===== config.mk =====
export PLATFORM = sky130hd
export DESIGN_NAME = dns_answer_record_parser
export DESIGN_NICKNAME = d
export VERILOG_FILES = /design/src/dnsarp_pkg.sv /design/src/dns_answer_record_parser.sv
export VERILOG_INCLUDE_DIRS = /design/src /design/src/src
export SDC_FILE = /design/constraint.sdc
export NUM_CORES = 1
export LEC_CHECK = 0
export BUFFER_PORTS_ARGS = -buffer_cell sky130_fd_sc_hd__buf_4
export CAP_MARGIN = 40
export CORE_UTILIZATION = 60
export CTS_CLUSTER_SIZE = 8
export DETAILED_ROUTE_END_ITERATION = 10
export HOLD_SLACK_MARGIN = 0.12
export PLACE_DENSITY_LB_ADDON = 0.05
export RECOVER_POWER = 100
export SLEW_MARGIN = 30
export SYNTH_ARGS = -nofsm -noshare
export SYNTH_HDL_FRONTEND = slang
export SYNTH_SLANG_ARGS = --single-unit

===== constraint.sdc =====
create_clock -name clk -period 4.6 [get_ports clk]
set_input_delay 0.23 -clock clk [delete_from_list [all_inputs] [get_ports clk]]
set_output_delay 0.23 -clock clk [all_outputs]
set_load 0.02 [all_outputs]

===== src/dns_answer_record_parser_defines.svh =====
// assertion macros for the dns answer record parser
`ifndef DNS_ANSWER_RECORD_PARSER_DEFINES_SVH
`define DNS_ANSWER_RECORD_PARSER_DEFINES_SVH

// same-cycle implication, checked at every clock edge out of reset
`define DNSARP_ASSERT_NOW(lbl, ante, cons) \
    lbl: assert property (@(posedge clk) disable iff (!rst_n) (ante) |-> (cons)) \
        else $error("dns answer record parser: same-cycle check failed");

// next-cycle implication, checked at every clock edge out of reset
`define DNSARP_ASSERT_NEXT(lbl, ante, cons) \
    lbl: assert property (@(posedge clk) disable iff (!rst_n) (ante) |=> (cons)) \
        else $error("dns answer record parser: next-cycle check failed");

`endif


===== src/dnsarp_pkg.sv =====
`timescale 1ns / 1ps

package dnsarp_pkg;

    // fixed message layout
    localparam int HEADER_BYTES  = 12;
    localparam int ANCOUNT_HI    = 6;
    localparam int ANCOUNT_LO    = 7;
    localparam int QTAIL_BYTES   = 4;
    localparam int PTR_BYTES     = 2;
    localparam int TYPE_BYTES    = 2;
    localparam int CLASS_BYTES   = 2;
    localparam int TTL_BYTES     = 4;
    localparam int RDLEN_BYTES   = 2;
    localparam int ADDR_BYTES    = 4;

    // result kinds
    typedef enum logic [1:0] {
        KIND_RECORD    = 2'd0,
        KIND_COMPLETE  = 2'd1,
        KIND_SHORT     = 2'd2,
        KIND_TRUNCATED = 2'd3
    } kind_t;

    // parser phases
    typedef enum logic [3:0] {
        PH_HEADER = 4'd0,
        PH_QNAME  = 4'd1,
        PH_QTAIL  = 4'd2,
        PH_NAME   = 4'd3,
        PH_TYPE   = 4'd4,
        PH_CLASS  = 4'd5,
        PH_TTL    = 4'd6,
        PH_RDLEN  = 4'd7,
        PH_RDATA  = 4'd8,
        PH_DONE   = 4'd9
    } phase_t;

    // one result item
    typedef struct packed {
        kind_t       kind;
        logic [31:0] ttl;
        logic [31:0] address;
        logic        length_ok;
        logic [15:0] record_count;
        logic        is_last;
    } result_t;

endpackage


===== src/dns_answer_record_parser.sv =====
`timescale 1ns / 1ps
// output: results of a byte are written to the result queue and wait there behind older results
// throughput: one byte per cycle while each byte gives at most one result and
//   the output is drained; a byte that gives a record and a summary pushes two
//   results, absorbed by a four-entry result queue
// reset: rst_n clears the parser state, the queue and wanted_type (to 1)
`include "dns_answer_record_parser_defines.svh"

module dns_answer_record_parser #(
    parameter int MAX_MESSAGE_BYTES = 1024
) (
    input  logic                 clk,
    input  logic                 rst_n,
    // configuration
    input  logic                 cfg_write_en,
    input  logic [15:0]          cfg_write_data,
    // byte input
    input  logic                 in_valid,
    output logic                 in_ready,
    input  logic [7:0]           data_byte,
    input  logic                 last_byte,
    // result output
    output logic                 out_valid,
    input  logic                 out_ready,
    output dnsarp_pkg::kind_t    kind,
    output logic [31:0]          ttl,
    output logic [31:0]          address,
    output logic                 length_ok,
    output logic [15:0]          record_count,
    output logic                 is_last
);

    import dnsarp_pkg::*;

    localparam int MB_W = $clog2(MAX_MESSAGE_BYTES + 1);
    localparam logic [MB_W-1:0] MB_LIMIT   = MB_W'(MAX_MESSAGE_BYTES);
    localparam logic [MB_W-1:0] MB_AN_HI   = MB_W'(ANCOUNT_HI);
    localparam logic [MB_W-1:0] MB_AN_LO   = MB_W'(ANCOUNT_LO);
    localparam logic [MB_W-1:0] MB_HDR_END = MB_W'(HEADER_BYTES - 1);
    localparam logic [MB_W-1:0] MB_HDR     = MB_W'(HEADER_BYTES);

    localparam int Q_DEPTH = 4;
    localparam int QP_W    = $clog2(Q_DEPTH);
    localparam int QC_W    = $clog2(Q_DEPTH + 1);

    // configuration register
    logic [15:0] wanted_type_reg;

    // parser state
    phase_t          phase_reg, phase_next;
    logic [2:0]      bif_reg, bif_next;
    logic [15:0]     answers_reg, answers_next;
    logic [15:0]     rtype_reg, rtype_next;
    logic [31:0]     ttl_reg, ttl_next;
    logic [15:0]     dleft_reg, dleft_next;
    logic [31:0]     addr_reg, addr_next;
    logic [15:0]     matches_reg, matches_next;
    logic [MB_W-1:0] mbytes_reg, mbytes_next;
    logic            len4_reg, len4_next;

    // result queue
    result_t         q_reg [Q_DEPTH];
    logic [QP_W-1:0] wr_ptr_reg, rd_ptr_reg;
    logic [QC_W-1:0] count_reg;

    logic            in_xfer, out_xfer;
    logic [1:0]      n_push;
    result_t         res0, res1;

    assign in_ready = (count_reg <= QC_W'(Q_DEPTH - 2));
    assign in_xfer  = in_valid && in_ready;
    assign out_valid = (count_reg != '0);
    assign out_xfer  = out_valid && out_ready;

    // wanted type register
    always_ff @(posedge clk or negedge rst_n)
    begin
        if (!rst_n)
        begin
            wanted_type_reg <= 16'd1;
        end
        else if (cfg_write_en)
        begin
            wanted_type_reg <= cfg_write_data;
        end
    end

    // next parser state and results of one byte
    always_comb
    begin
        logic [2:0]  bif_inc;
        logic [15:0] dl_new;
        logic [15:0] ans_dec;
        logic        finish;
        logic        rec_ready;
        kind_t       sum_kind;

        phase_next   = phase_reg;
        bif_next     = bif_reg;
        answers_next = answers_reg;
        rtype_next   = rtype_reg;
        ttl_next     = ttl_reg;
        dleft_next   = dleft_reg;
        addr_next    = addr_reg;
        matches_next = matches_reg;
        mbytes_next  = mbytes_reg;
        len4_next    = len4_reg;

        bif_inc   = bif_reg + 3'd1;
        dl_new    = {dleft_reg[7:0], data_byte};
        ans_dec   = answers_reg - 16'd1;
        finish    = 1'b0;
        rec_ready = 1'b0;
        sum_kind  = KIND_TRUNCATED;
        n_push    = 2'd0;
        res0      = '0;
        res1      = '0;

        if (in_xfer)
        begin
            // walk the message layout, ignoring bytes past the size limit
            if (mbytes_reg < MB_LIMIT)
            begin
                mbytes_next = mbytes_reg + MB_W'(1);
                unique case (phase_reg)
                    PH_HEADER:
                    begin
                        if (mbytes_reg == MB_AN_HI)
                            answers_next = {data_byte, 8'd0};
                        if (mbytes_reg == MB_AN_LO)
                            answers_next = answers_reg | {8'd0, data_byte};
                        if (mbytes_reg == MB_HDR_END)
                            phase_next = PH_QNAME;
                    end
                    PH_QNAME:
                    begin
                        if (data_byte == 8'd0)
                        begin
                            phase_next = PH_QTAIL;
                            bif_next   = 3'd0;
                        end
                    end
                    PH_QTAIL:
                    begin
                        if (bif_inc == 3'(QTAIL_BYTES))
                        begin
                            bif_next   = 3'd0;
                            phase_next = (answers_reg == 16'd0) ? PH_DONE : PH_NAME;
                        end
                        else
                            bif_next = bif_inc;
                    end
                    PH_NAME:
                    begin
                        if (bif_inc == 3'(PTR_BYTES))
                        begin
                            phase_next = PH_TYPE;
                            bif_next   = 3'd0;
                            rtype_next = 16'd0;
                        end
                        else
                            bif_next = bif_inc;
                    end
                    PH_TYPE:
                    begin
                        rtype_next = {rtype_reg[7:0], data_byte};
                        if (bif_inc == 3'(TYPE_BYTES))
                        begin
                            phase_next = PH_CLASS;
                            bif_next   = 3'd0;
                        end
                        else
                            bif_next = bif_inc;
                    end
                    PH_CLASS:
                    begin
                        if (bif_inc == 3'(CLASS_BYTES))
                        begin
                            phase_next = PH_TTL;
                            bif_next   = 3'd0;
                            ttl_next   = 32'd0;
                        end
                        else
                            bif_next = bif_inc;
                    end
                    PH_TTL:
                    begin
                        ttl_next = {ttl_reg[23:0], data_byte};
                        if (bif_inc == 3'(TTL_BYTES))
                        begin
                            phase_next = PH_RDLEN;
                            bif_next   = 3'd0;
                            dleft_next = 16'd0;
                        end
                        else
                            bif_next = bif_inc;
                    end
                    PH_RDLEN:
                    begin
                        dleft_next = dl_new;
                        if (bif_inc == 3'(RDLEN_BYTES))
                        begin
                            len4_next = (dl_new == 16'(ADDR_BYTES));
                            addr_next = 32'd0;
                            bif_next  = 3'd0;
                            if (dl_new == 16'd0)
                                finish = 1'b1;
                            else
                                phase_next = PH_RDATA;
                        end
                        else
                            bif_next = bif_inc;
                    end
                    PH_RDATA:
                    begin
                        if (bif_reg < 3'(ADDR_BYTES))
                        begin
                            addr_next = {addr_reg[23:0], data_byte};
                            bif_next  = bif_inc;
                        end
                        dleft_next = dleft_reg - 16'd1;
                        if (dleft_reg == 16'd1)
                            finish = 1'b1;
                    end
                    default:
                    begin
                    end
                endcase

                // end of one answer record
                if (finish)
                begin
                    if (rtype_reg == wanted_type_reg)
                    begin
                        matches_next = matches_reg + 16'd1;
                        rec_ready    = 1'b1;
                    end
                    answers_next = ans_dec;
                    bif_next     = 3'd0;
                    phase_next   = (ans_dec == 16'd0) ? PH_DONE : PH_NAME;
                end
            end

            // record result
            if (rec_ready)
            begin
                res0.kind         = KIND_RECORD;
                res0.ttl          = ttl_next;
                res0.address      = addr_next;
                res0.length_ok    = len4_next;
                res0.record_count = matches_next;
                res0.is_last      = !last_byte;
            end

            // message summary, then back to a fresh message
            if (last_byte)
            begin
                priority if (mbytes_next < MB_HDR)
                    sum_kind = KIND_SHORT;
                else if (phase_next == PH_DONE)
                    sum_kind = KIND_COMPLETE;
                else
                    sum_kind = KIND_TRUNCATED;

                res1.kind         = sum_kind;
                res1.ttl          = 32'd0;
                res1.address      = 32'd0;
                res1.length_ok    = 1'b0;
                res1.record_count = matches_next;
                res1.is_last      = 1'b1;
                if (!rec_ready)
                    res0 = res1;

                phase_next   = PH_HEADER;
                bif_next     = 3'd0;
                answers_next = 16'd0;
                rtype_next   = 16'd0;
                ttl_next     = 32'd0;
                dleft_next   = 16'd0;
                addr_next    = 32'd0;
                matches_next = 16'd0;
                mbytes_next  = '0;
                len4_next    = 1'b0;
            end

            n_push = 2'(rec_ready) + 2'(last_byte);
        end
    end

    // parser state registers
    always_ff @(posedge clk or negedge rst_n)
    begin
        if (!rst_n)
        begin
            phase_reg   <= PH_HEADER;
            bif_reg     <= 3'd0;
            answers_reg <= 16'd0;
            rtype_reg   <= 16'd0;
            ttl_reg     <= 32'd0;
            dleft_reg   <= 16'd0;
            addr_reg    <= 32'd0;
            matches_reg <= 16'd0;
            mbytes_reg  <= '0;
            len4_reg    <= 1'b0;
        end
        else
        begin
            phase_reg   <= phase_next;
            bif_reg     <= bif_next;
            answers_reg <= answers_next;
            rtype_reg   <= rtype_next;
            ttl_reg     <= ttl_next;
            dleft_reg   <= dleft_next;
            addr_reg    <= addr_next;
            matches_reg <= matches_next;
            mbytes_reg  <= mbytes_next;
            len4_reg    <= len4_next;
        end
    end

    // result queue pointers and fill count
    always_ff @(posedge clk or negedge rst_n)
    begin
        if (!rst_n)
        begin
            wr_ptr_reg <= '0;
            rd_ptr_reg <= '0;
            count_reg  <= '0;
        end
        else
        begin
            wr_ptr_reg <= wr_ptr_reg + QP_W'(n_push);
            if (out_xfer)
                rd_ptr_reg <= rd_ptr_reg + QP_W'(1);
            count_reg <= count_reg + QC_W'(n_push) - QC_W'(out_xfer);
        end
    end

    // result queue payload
    always_ff @(posedge clk)
    begin
        if (n_push != 2'd0)
            q_reg[wr_ptr_reg] <= res0;
        if (n_push == 2'd2)
            q_reg[wr_ptr_reg + QP_W'(1)] <= res1;
    end

    // head of queue drives the output
    assign kind         = q_reg[rd_ptr_reg].kind;
    assign ttl          = q_reg[rd_ptr_reg].ttl;
    assign address      = q_reg[rd_ptr_reg].address;
    assign length_ok    = q_reg[rd_ptr_reg].length_ok;
    assign record_count = q_reg[rd_ptr_reg].record_count;
    assign is_last      = q_reg[rd_ptr_reg].is_last;

    // checks
    `DNSARP_ASSERT_NEXT(a_last_clears, in_xfer && last_byte, phase_reg == PH_HEADER && mbytes_reg == '0 && matches_reg == 16'd0)
    `DNSARP_ASSERT_NOW(a_summary_queued, out_valid && !is_last, count_reg >= QC_W'(2))
    `DNSARP_ASSERT_NEXT(a_done_holds, in_xfer && !last_byte && phase_reg == PH_DONE, phase_reg == PH_DONE)

endmodule


* After elaboration in Yosys (flattened, before gate mapping)
Memory sizes are Yosys's and may differ from the RTL's.
Cells that the tools add are included.
** Cells by class
- Add/subtract/negate cells :: 11
- $lt $le $gt $ge :: 4
- Equal/unequal tests :: 22
- Multiplexer cells :: 81
- Bitwise gates (word level) :: 1
- Reduce and logical (&&, ||, !) cells :: 22
** Operator list (count)
- $mux 84 :: 5
- $mux 16 :: 16
- $mux 32 :: 7
- $pmux 32 s2 :: 2
- $mux 82 :: 1
- $mux 4 :: 15
- $logic_not 16->1 :: 3
- $pmux 16 s3 :: 1
- $mux 11 :: 3
- $pmux 16 s2 :: 1
- $pmux 4 s8 :: 1
- $sub 16x1->16 const B :: 2
- $eq 11x3->1 const B :: 2
- $mux 3 :: 7
- $mux 1 :: 17
- $add 16x1->16 const B :: 1
- $eq 16x1->1 const B :: 1
- $eq 16x16->1 :: 1
- $eq 16x3->1 const B :: 1
- $eq 4x3->1 const B :: 4
- $or 16x8->16 :: 1
- $pmux 3 s4 :: 1
- $reduce_and 4->1 :: 3
- $add 11x1->11 const B :: 1
- 32 further kinds :: 44
** Storage, ports and cells
- Bits in registers :: 170
- Memory bits (writable) :: 336
- Input port bits :: 30
- Output and inout bits :: 86
- Logic and storage cells :: 156
- Memories :: 1
** Memory list
- q_reg :: depth 4, bits a word 84, read ports 1, clocked after memory_dff 0, wr ports 2, RTL line dns_answer_record_parser.sv:62 : result_t q_reg [Q_DEPTH];

* Longest topological paths before layout
Gate-level depths: netlist (run 1).
- Depth in word-level cells :: 15
- Mapped depth :: 17
- Gate-level depth less buffers :: 15

* Least setup slack after synthesis (run 1)
Ideal clock, no wire load.
- Path kind :: reg2reg
- From :: reg bif_reg[0]
- To :: mem q_reg[0][0] in the netlist's numbering, enable pin
- Library setup time :: 0.374 ns
- Data arrival time :: 3.672 ns
- Data required time :: 4.226 ns
- Setup slack :: 0.554 ns
- Stages on the path, launching flop included :: 16
- Buffers on the path :: 4
- Period minus slack after synthesis :: 4.046 ns
- Path through :: dfrtp_1 ha_1 ha_1 and4_1 nand2_1 o32a_1 buf_2 nor3_4 ha_1 clkbuf_1 nor2_1 o21ai_0 a21o_1 clkbuf_1 clkbuf_1 inv_1
** RTL lines
- from (decl) :: RTL line dns_answer_record_parser.sv:51 : logic [2:0] bif_reg, bif_next;
- from (signal assigned) :: RTL line dns_answer_record_parser.sv:309 : bif_reg <= bif_next;
- to (decl) :: RTL line dns_answer_record_parser.sv:62

* Final worst setup path (run 1)
- From :: reg rd_ptr_reg[1]
- To :: out record_count[8]
** On the way
- Cells in the longest elaborated chain, start to end :: 1
** Ends and longest elaborated chain
- from (decl) :: RTL line dns_answer_record_parser.sv:63 : logic [QP_W-1:0] wr_ptr_reg, rd_ptr_reg;
- from (signal assigned) :: RTL line dns_answer_record_parser.sv:334 : rd_ptr_reg <= rd_ptr_reg + QP_W'(1);
- $mem_v2 4x84
- to (decl) :: RTL line dns_answer_record_parser.sv:29 : output logic [15:0] record_count,
Every way passes these cells.

==> summary.md, run 1 <==
| Metric | Value |
|---|---|
| Number of DRC violations after detailed routing | 0 |
| Post-CTS setup buffers | 0 |
| Most common cell on crit path | sky130_fd_sc_hd__clkbuf_1 |
| Synthesized-area fraction occupied by and/or/nand/nor cells | between 15 and 20% |
| Leak Pwr | between 9 and 10 nW |
| Yosys warning total | 0 |
| Syn Nets | about 2.4k |
| I/O pin total | 116 |
| Post-route clock skew | 0.02281 ns |
| Number of sinks handled by clock tree synthesis | approximately 510 |
| Relative slew slack | -110.2% |
| Arrival time at the worst endpoint | 4.11 ns |
| Final Net Count | approximately 2.5k |
| Sequential element share of the synthesized area | 51.21% |
| GRT Util Overall | 31.85% |
| TritonCTS clock tree | built |
| Syn Std Cell Area | approximately 23000 um^2 |
| Count of routing violations after the opening detailed-route iteration | 1496 |
| Via Count | 18.62k |
| Area delta synth->final | 14.66% |
| Per-cell routed wire length | roughly 21 um |
| Clk_lat worst skew | 0.59 ns |
| Antenna-violating nets left | 0 |
| Antenna fix cells | 0 |
| Number of slew-limit violations in the final report | 198 |
| Synth area leader | sky130_fd_sc_hd__dfxtp_1 |
| Post-DP HPWL | 37750 um |
| Worst stage delay on the critical path | 1.56 ns |
| Startpoint of the worst register-to-register path | bif_reg[0]$_DFFE_PN0P_ |
| Horizontal die dimension | 197.5 um |
| Number of I/O port buffers | approximately 120 |
| Worst min-delay path class | primary input to flip-flop |
| Post-synthesis cell type count | 79 |
| Critical path buffers and inverters | 2 |
| Standard cell area after detailed placement | 24260 um^2 |
| Category of the worst setup path launch point | flip-flop |
| Routed wire length | 61690 um |
| Adder-cell share of the synthesized area | 1.070% |
| Compound-gate portion of the synthesized area | between 15 and 20% |
| Clock Tree Buf Depth | 3 |
| Leading register cell type out of synthesis | sky130_fd_sc_hd__dfxtp_1 |
| Final critical-path setup slack | about 0.26 ns |
| Post-synth EDFFs | 76 |
| Status | finished with violations |
| Starting Density | 60.87% |
| Final number of setup-violating endpoints | 0 |
| Number of standard cells after synthesis | 2341 |
| Maximum net fanout on the critical path | 32 |
| DR vias/cell | 6.220 |
| Largest register FFs | about 340 |
| Failing checks | capacitance limit, slew limit |
| Hold Violations, Final | 0 |
| Final clock period utilization by the worst path | 94.43% |
| Commonest cells after routing, fill and taps aside | 457 x sky130_fd_sc_hd__nand2_1, 375 x sky130_fd_sc_hd__o21ai_0, 260 x sky130_fd_sc_hd__dfxtp_1 |
| Cell with the largest stage delay on the worst path | sky130_fd_sc_hd__clkbuf_1 |
| Count of TritonRoute iterations in the first routing pass | 5 |
| TritonCTS buffer count | 73 |
| Area contributors post-synth | sky130_fd_sc_hd__dfxtp_1 23%, sky130_fd_sc_hd__dfrtp_1 18%, sky130_fd_sc_hd__edfxtp_1 10% |
| Gr ovfl total | 0 |
| Most frequent standard cell in the layout excluding fill and tap cells | sky130_fd_sc_hd__nand2_1 |
| Dominant combinational cell family by area after synthesis | compound AO/OA/AOI/OAI gates |
| Die boundary height | 197.5 um |
| Data required time at the worst endpoint | about 4.4 ns |
| Clock slew seen by the registers of the worst setup and hold paths | 0.05 ns |
| Final period demand of the worst path | 4.344 ns |
| First-pass GRT wire length | 97430 um |
| Timing startpoint of the critical path | rd_ptr_reg[1]$_DFFE_PN0P_ |
| Std-Cell Rows | 71 |
| Total of cells resized after clock tree synthesis | 0 |
| Worst hold slack | 0.2625 ns |
| Finished layout cell area | 26290 um^2 |
| Ordered cell list for the critical path | clkbuf_1 > mux4_2 > clkbuf_1 |
| Fraction of final layout cells sized beyond drive strength 1 | between 10% and 20% |
| Synthesized area per cell | 9.794 um^2 |
| Power density over cell area | 501.6 nW/um^2 |
| Xor and xnor fraction of the mapped netlist area | 1.866% |
| Worst setup timing slack at the placement stage | between 0.4 and 0.5 ns |
| Register bit count reported by yosys | just over 500 |
| Fraction of registers with async set or reset after synthesis | about a third |
| Number of maximum-capacitance violations | 5 |
| Setup repair after global routing missed its margin | false |
| Root Buffer | sky130_fd_sc_hd__clkbuf_16 |
| Core region area | between 30000 and 40000 um^2 |
| Hold path start | last_byte |
| Actual slew at the worst max-slew pin | approximately 3.2 ns |
| CTS H-tree depth | 3 |
| Category of the worst setup path capture point | output port |
| Yosys top cell area share | about 23% |
| Total Power Consumption | 13.19 mW |
| Final weighted congestion of routability-driven global placement | between 0.9 and 1 |
| VDD IR-drop max | 390.5 uV |
| Critical Setup Path Class | flip-flop to output port |
| Kind of cell adding the most delay to the critical path | buffers and inverters |
| DIE AREA | 39000 um^2 |
| Initial antenna violation count | 0 |
| Summed negative setup slack over all endpoints | 0 ns |
| Maximum achievable frequency | 230.2 MHz |
| Number of global-route vias before repair | roughly 18k |
| Mux cell area share after synthesis | 9.572% |
| Maximum number of pins on one net before global-route repair | 80 |
[final cells by class]
type	count	area, um^2
multi-input combinational	1619	10350
clock inverter	7	86.33
fill	3023	11380
clock buffer	110	1976
inverter	31	116.4
tap	511	639.4
sequential	506	11750
timing repair buffer	210	1374
[worst register-to-register path, stage by stage (launching register included)]
cell and delay, ns:
sky130_fd_sc_hd__dfrtp_1 0.40, sky130_fd_sc_hd__ha_1 0.23, sky130_fd_sc_hd__ha_1 0.36, sky130_fd_sc_hd__and4_1 0.28, sky130_fd_sc_hd__nand2_1 0.18, sky130_fd_sc_hd__o32a_1 0.45
sky130_fd_sc_hd__nor3_4 0.23, sky130_fd_sc_hd__ha_1 0.37, sky130_fd_sc_hd__nor2_1 0.16, sky130_fd_sc_hd__o21ai_0 0.10, sky130_fd_sc_hd__a21o_2 0.42, sky130_fd_sc_hd__inv_1 0.30
sky130_fd_sc_hd__clkbuf_2 0.42
[cells in the mapped netlist, drive strengths merged (8+ instances only)]
cell and number:
buf 26, a21oi 45, nand3 22, clkbuf 159, or4 8, xor2 34, or3 10, o31ai 11
mux2i 10, xnor2 14, dfrtp 169, a22oi 44, nor3 37, mux4 84, dfxtp 260, and3 11
ha 18, edfxtp 76, a22o 100, inv 31, o21ai 384, nor2b 13, nor4 21, nand4 10
nand2 470, nor2 143, mux2 18
[through the flow]
stage	cells	util, %
6_report	2994	69.80
5_1_grt	2994	69.80
4_1_cts	2992	71.05
3_5_place_dp	2832	64.40
3_3_place_gp	2830	64.24
2_1_floorplan	2341	-
[per-layer routing]
layer,part of all wire (%),vias to the layer above,wire length [um],GRT usage (%)
li1,-,8594,-,-
met3,6.7,153,4131,5.498
met4,3.5,0,2185,13.44
met1,41,9185,25200,41.01
met5,0,-,0,0
met2,49,691,30170,53.18
[power by group]
part	leakage [nW]	internal [mW]	total (mW)	switching [mW]
sequential	5.13	4.82	5.36	0.539
clock	0.990	2.94	4.84	1.90
combinational	3.82	1.15	2.99	1.83
[logic make-up (layout without fill, tap and decap cells)]
| logic type | count (synthesis) | after routing |
|---|---|---|
| AND/OR/NAND/NOR | 788 | 788 |
| AO/OA/AOI/OAI | 652 | 652 |
| flip-flops | 506 | 506 |
| buffers and inverters | 216 | 358 |
| multiplexers | 112 | 112 |
| XOR/XNOR | 48 | 48 |
| adder cells (fa/ha/maj) | 19 | 19 |
[worst paths after layout]
path | endpoint | slack, ns | depth (start not counted)
setup / recovery | record_count[8] | 0.26 | 3
hold / removal | phase_reg[2]$_DFFE_PN0P_ | 0.26 | 2
setup reg to reg | q_reg[0][6]$_DFFE_PP_ | 0.33 | 12
hold reg to reg | q_reg[2][54]$_SDFFE_PP0P_ | 0.44 | 2
max in group asynchronous | ttl_reg[30]$_DFFE_PN0P_ | 0.93 | 4
min in group asynchronous | ttl_reg[24]$_DFFE_PN0P_ | 0.85 | 3
[repair_timing]
item / CTS / global route
hold buffers: 43 / 0
endpoints found under the setup margin: 0 / 0
endpoints found under the hold margin: 178 / 0
No activity file was read; power rests on OpenSTA's default activity.
==> run 2: changes to the inputs <==
--- a/config.mk
+++ b/config.mk
@@ -8,7 +8,7 @@
 export LEC_CHECK = 0
 export BUFFER_PORTS_ARGS = -buffer_cell sky130_fd_sc_hd__buf_4
 export CAP_MARGIN = 40
-export CORE_UTILIZATION = 60
+export CORE_UTILIZATION = 55
 export CTS_CLUSTER_SIZE = 8
 export DETAILED_ROUTE_END_ITERATION = 10
 export HOLD_SLACK_MARGIN = 0.12
==> run 2 against run 1 <==
  * The flow finishes with violations (DRC, capacitance limit, slew limit)
  * Routed wire length is 0.26% higher
  * Sequential power fell by 0.7%
  * Non-clock buffer count increased by 2
  * Core utilization is 5.7 points lower
  * Sequential cell count did not move
==> summary.md, run 2 (synthesized netlist as in run 1, its figures left out) <==
| Metric | Value |
|---|---|
| Status | finished with violations |
| Failing checks | DRC, capacitance limit, slew limit |
| Reg2reg setup slack | 0.36 ns (+0.03 ns) |
| Power density over cell area | 499.5 nW/um^2 (-0.41%) |
| Critical Setup Path Class | flip-flop to flip-flop |
| Combinational fraction of design power | 23.1% (+0.4 points) |
| Final weighted congestion of routability-driven global placement | 0.9104 (-1.4%) |
| TritonCTS buffer count | 73 (unchanged) |
| Actual slew at the worst max-slew pin | 3.296 ns (+0.1420 ns) |
| Post-DP HPWL | 37890 um (+0.36%) |
| Worst min-delay path class | primary input to flip-flop |
| Antenna fix cells | 0 (unchanged) |
| Net switching share of the total power | 32.41% (about the same) |
| Data required time at the worst endpoint | 5.08 ns (+0.71 ns) |
| Final clock period utilization by the worst path | 92.23% (-2.2 points) |
| Die boundary height | 206.2 um (+4.4%) |
| Setup repair after global routing missed its margin | false |
| Starting Density | 55.90% (-5.0 points) |
| Per-cell routed wire length | 20.53 um (-0.37%) |
| Std-Cell Rows | 74 (+4.2%) |
| Clk_lat worst skew | 0.58 ns (about the same) |
| Cells on worst reg2reg path | 12 (unchanged) |
| VDD IR-drop max | 295.7 uV (-24%) |
| Fraction of final layout cells sized beyond drive strength 1 | 11.61% (-0.19 points) |
| Initial antenna violation count | 0 (unchanged) |
| Startpoint of the worst register-to-register path | bif_reg[0]$_DFFE_PN0P_ |
| Sw Pwr | 4.256 mW (-0.40%) |
| GRT Util Overall | 29.49% (-2.4 points) |
| Final Net Count | 2492 (+0.080%) |
| Hold path start | out_ready |
| Core region area | 41020 um^2 (+8.9%) |
| Routed wire length | 61850 um (+0.26%) |
| Final period demand of the worst path | 4.243 ns (-0.1013 ns) |
| Category of the worst setup path capture point | flip-flop |
| End point of the most critical hold path | rd_ptr_reg[0]$_DFFE_PN0P_ |
| Maximum number of pins on one net before global-route repair | 114 (+43%) |
| I/O pin total | 116 (unchanged) |
| Number of I/O port buffers | 115 (unchanged) |
| First-pass GRT wire length | 98150 um (+0.74%) |
| Gr ovfl total | 0 (unchanged) |
| Worst hold slack | 0.2160 ns (-0.04648 ns) |
| DR vias/cell | 6.147 (-1.2%) |
| CTS H-tree depth | 3 (unchanged) |
| Post-route clock skew | 0.01863 ns (-0.004181 ns) |
| Count of routing violations after the opening detailed-route iteration | 1599 (+6.9%) |
| Clock Tree Buf Depth | 3 (unchanged) |
| Number of DRC violations after detailed routing | 18 (+18) |
| Count of TritonRoute iterations in the first routing pass | 8 (+3) |
| Cell depth of the worst min-delay path | 3 (+1) |
| Leak Pwr | 9.918 nW (-0.16%) |
| Maximum achievable frequency | 235.7 MHz (+2.4%) |
| Category of the worst setup path launch point | flip-flop |
| DIE AREA | 42510 um^2 (+9.0%) |
| Commonest cells after routing, fill and taps aside | 459 x sky130_fd_sc_hd__nand2_1, 375 x sky130_fd_sc_hd__o21ai_0, 260 x sky130_fd_sc_hd__dfxtp_1 |
| Arrival time at the worst endpoint | 4.72 ns (+0.61 ns) |
| Number of global-route vias before repair | 18.08k (-1.4%) |
| Via Count | 18.52k (-0.55%) |
| Area delta synth->final | 14.67% (about the same) |
| Relative slew slack | -119.7% (-9.5 points) |
| Number of slew-limit violations in the final report | 142 (-28%) |
| Horizontal die dimension | 206.2 um (+4.4%) |
| Antenna-violating nets left | 0 (unchanged) |
| Most frequent standard cell in the layout excluding fill and tap cells | sky130_fd_sc_hd__nand2_1 |
| Final number of setup-violating endpoints | 0 (unchanged) |
| Number of sinks handled by clock tree synthesis | 506 (unchanged) |
| Largest register FFs | 336 (unchanged) |
| Endpoint of the worst-slack reg-to-reg timing path | q_reg[3][63]$_SDFFE_PP0P_ |
| Root Buffer | sky130_fd_sc_hd__clkbuf_16 |
| Cell Int Power | 8.877 mW (-0.40%) |
| Number of maximum-capacitance violations | 4 (-1) |
| Hold Violations, Final | 0 (unchanged) |
| Summed negative setup slack over all endpoints | 0 ns (unchanged) |
| Clock slew seen by the registers of the worst setup and hold paths | 0.05 ns (about the same) |
| Share of power burned in the clock network | 36.4% (-0.3 points) |
| Portion of total power attributed to sequential cells | 40.5% (about the same) |
| TritonCTS clock tree | built |
| Total of cells resized after clock tree synthesis | 0 (unchanged) |
| Maximum net fanout on the critical path | 50 (+56%) |
## run 2: cell count changes in the layout (fill, tap and decap cells not counted), sizes merged
cell / previous run / this run
buf: 62 / 66
clkbuf: 215 / 213
clkinv: 3 / 1
clkdlybuf4s25: 1 / 0
inv: 35 / 34
## run 2: per-layer routing
layer / track usage (%) / share of wire, %
met1: 38.46 / 42
met2: 49.81 / 50
met3: 4.352 / 5.5
met4: 10.87 / 3.0
met5: 0 / 0
## run 2: how the worst max path moves through the flow
stage                                 from  slack (ns)  cells after the start                         to
floorplan           bif_reg[0]$_DFFE_PN0P_        0.55                     15      q_reg[0][0]$_DFFE_PP_
global placement    bif_reg[0]$_DFFE_PN0P_        0.69                     13  q_reg[0][62]$_SDFFE_PP0P_
detailed placement  bif_reg[0]$_DFFE_PN0P_        0.49                     13  q_reg[0][34]$_SDFFE_PP0P_
CTS                 bif_reg[0]$_DFFE_PN0P_        0.47                     13  q_reg[0][34]$_SDFFE_PP0P_
global route        bif_reg[0]$_DFFE_PN0P_        0.09                     12  q_reg[2][72]$_SDFFE_PP0P_
finish              bif_reg[0]$_DFFE_PN0P_        0.36                     12  q_reg[3][63]$_SDFFE_PP0P_
## run 2: layout make-up
cell class	instances	area (um^2)
clock buffers	109	1962
clock inverters	4	46.29
fillers	3490	14730
inverters	31	116.4
multi-input cells	1619	10350
flip-flops and latches	506	11740
well taps	532	665.6
repair buffers	212	1410
## run 2: worst max-delay path: stages (launching register included)
cell	delay [ns]
sky130_fd_sc_hd__dfrtp_1	0.41
sky130_fd_sc_hd__ha_1	0.23
sky130_fd_sc_hd__ha_1	0.37
sky130_fd_sc_hd__and4_1	0.30
sky130_fd_sc_hd__nand2_1	0.19
sky130_fd_sc_hd__o32a_1	0.42
sky130_fd_sc_hd__nor3_4	0.21
sky130_fd_sc_hd__ha_1	0.32
sky130_fd_sc_hd__nor2_1	0.08
sky130_fd_sc_hd__nor2_1	0.31
sky130_fd_sc_hd__nand3_2	0.49
sky130_fd_sc_hd__buf_4	0.50
sky130_fd_sc_hd__o21ai_0	0.27
## run 2: per-stage QoR
stage	setup WS (ns)	std cells	util (%)	cell area [um^2]	power [mW]
3_5_place_dp	0.4947	2853	59.15	24260	8.427
3_3_place_gp	0.6921	2853	59.13	24250	8.376
6_report	0.3574	3013	64.10	26290	13.13
5_1_grt	0.09500	3013	64.10	26290	13.68
4_1_cts	0.4720	3007	65.04	26680	13.26
2_1_floorplan	0.5536	2341	-	22930	7.447
## run 2: power by group through the flow
stage / registers (mW) / clock network, mW / logic [mW]
3_5_place_dp: 5.47 / 0 / 2.96
4_1_cts: 5.39 / 4.86 / 3.01
2_1_floorplan: 5.10 / 0 / 2.35
5_1_grt: 5.36 / 5.03 / 3.29
6_report: 5.32 / 4.78 / 3.03
3_3_place_gp: 5.46 / 0 / 2.92
## run 2: repair_timing
| action | CTS | global route |
|---|---|---|
| hold endpoints to repair | 97 | 6 |
| buffers inserted | 0 | 0 |
| hold buffers | 41 | 1 |
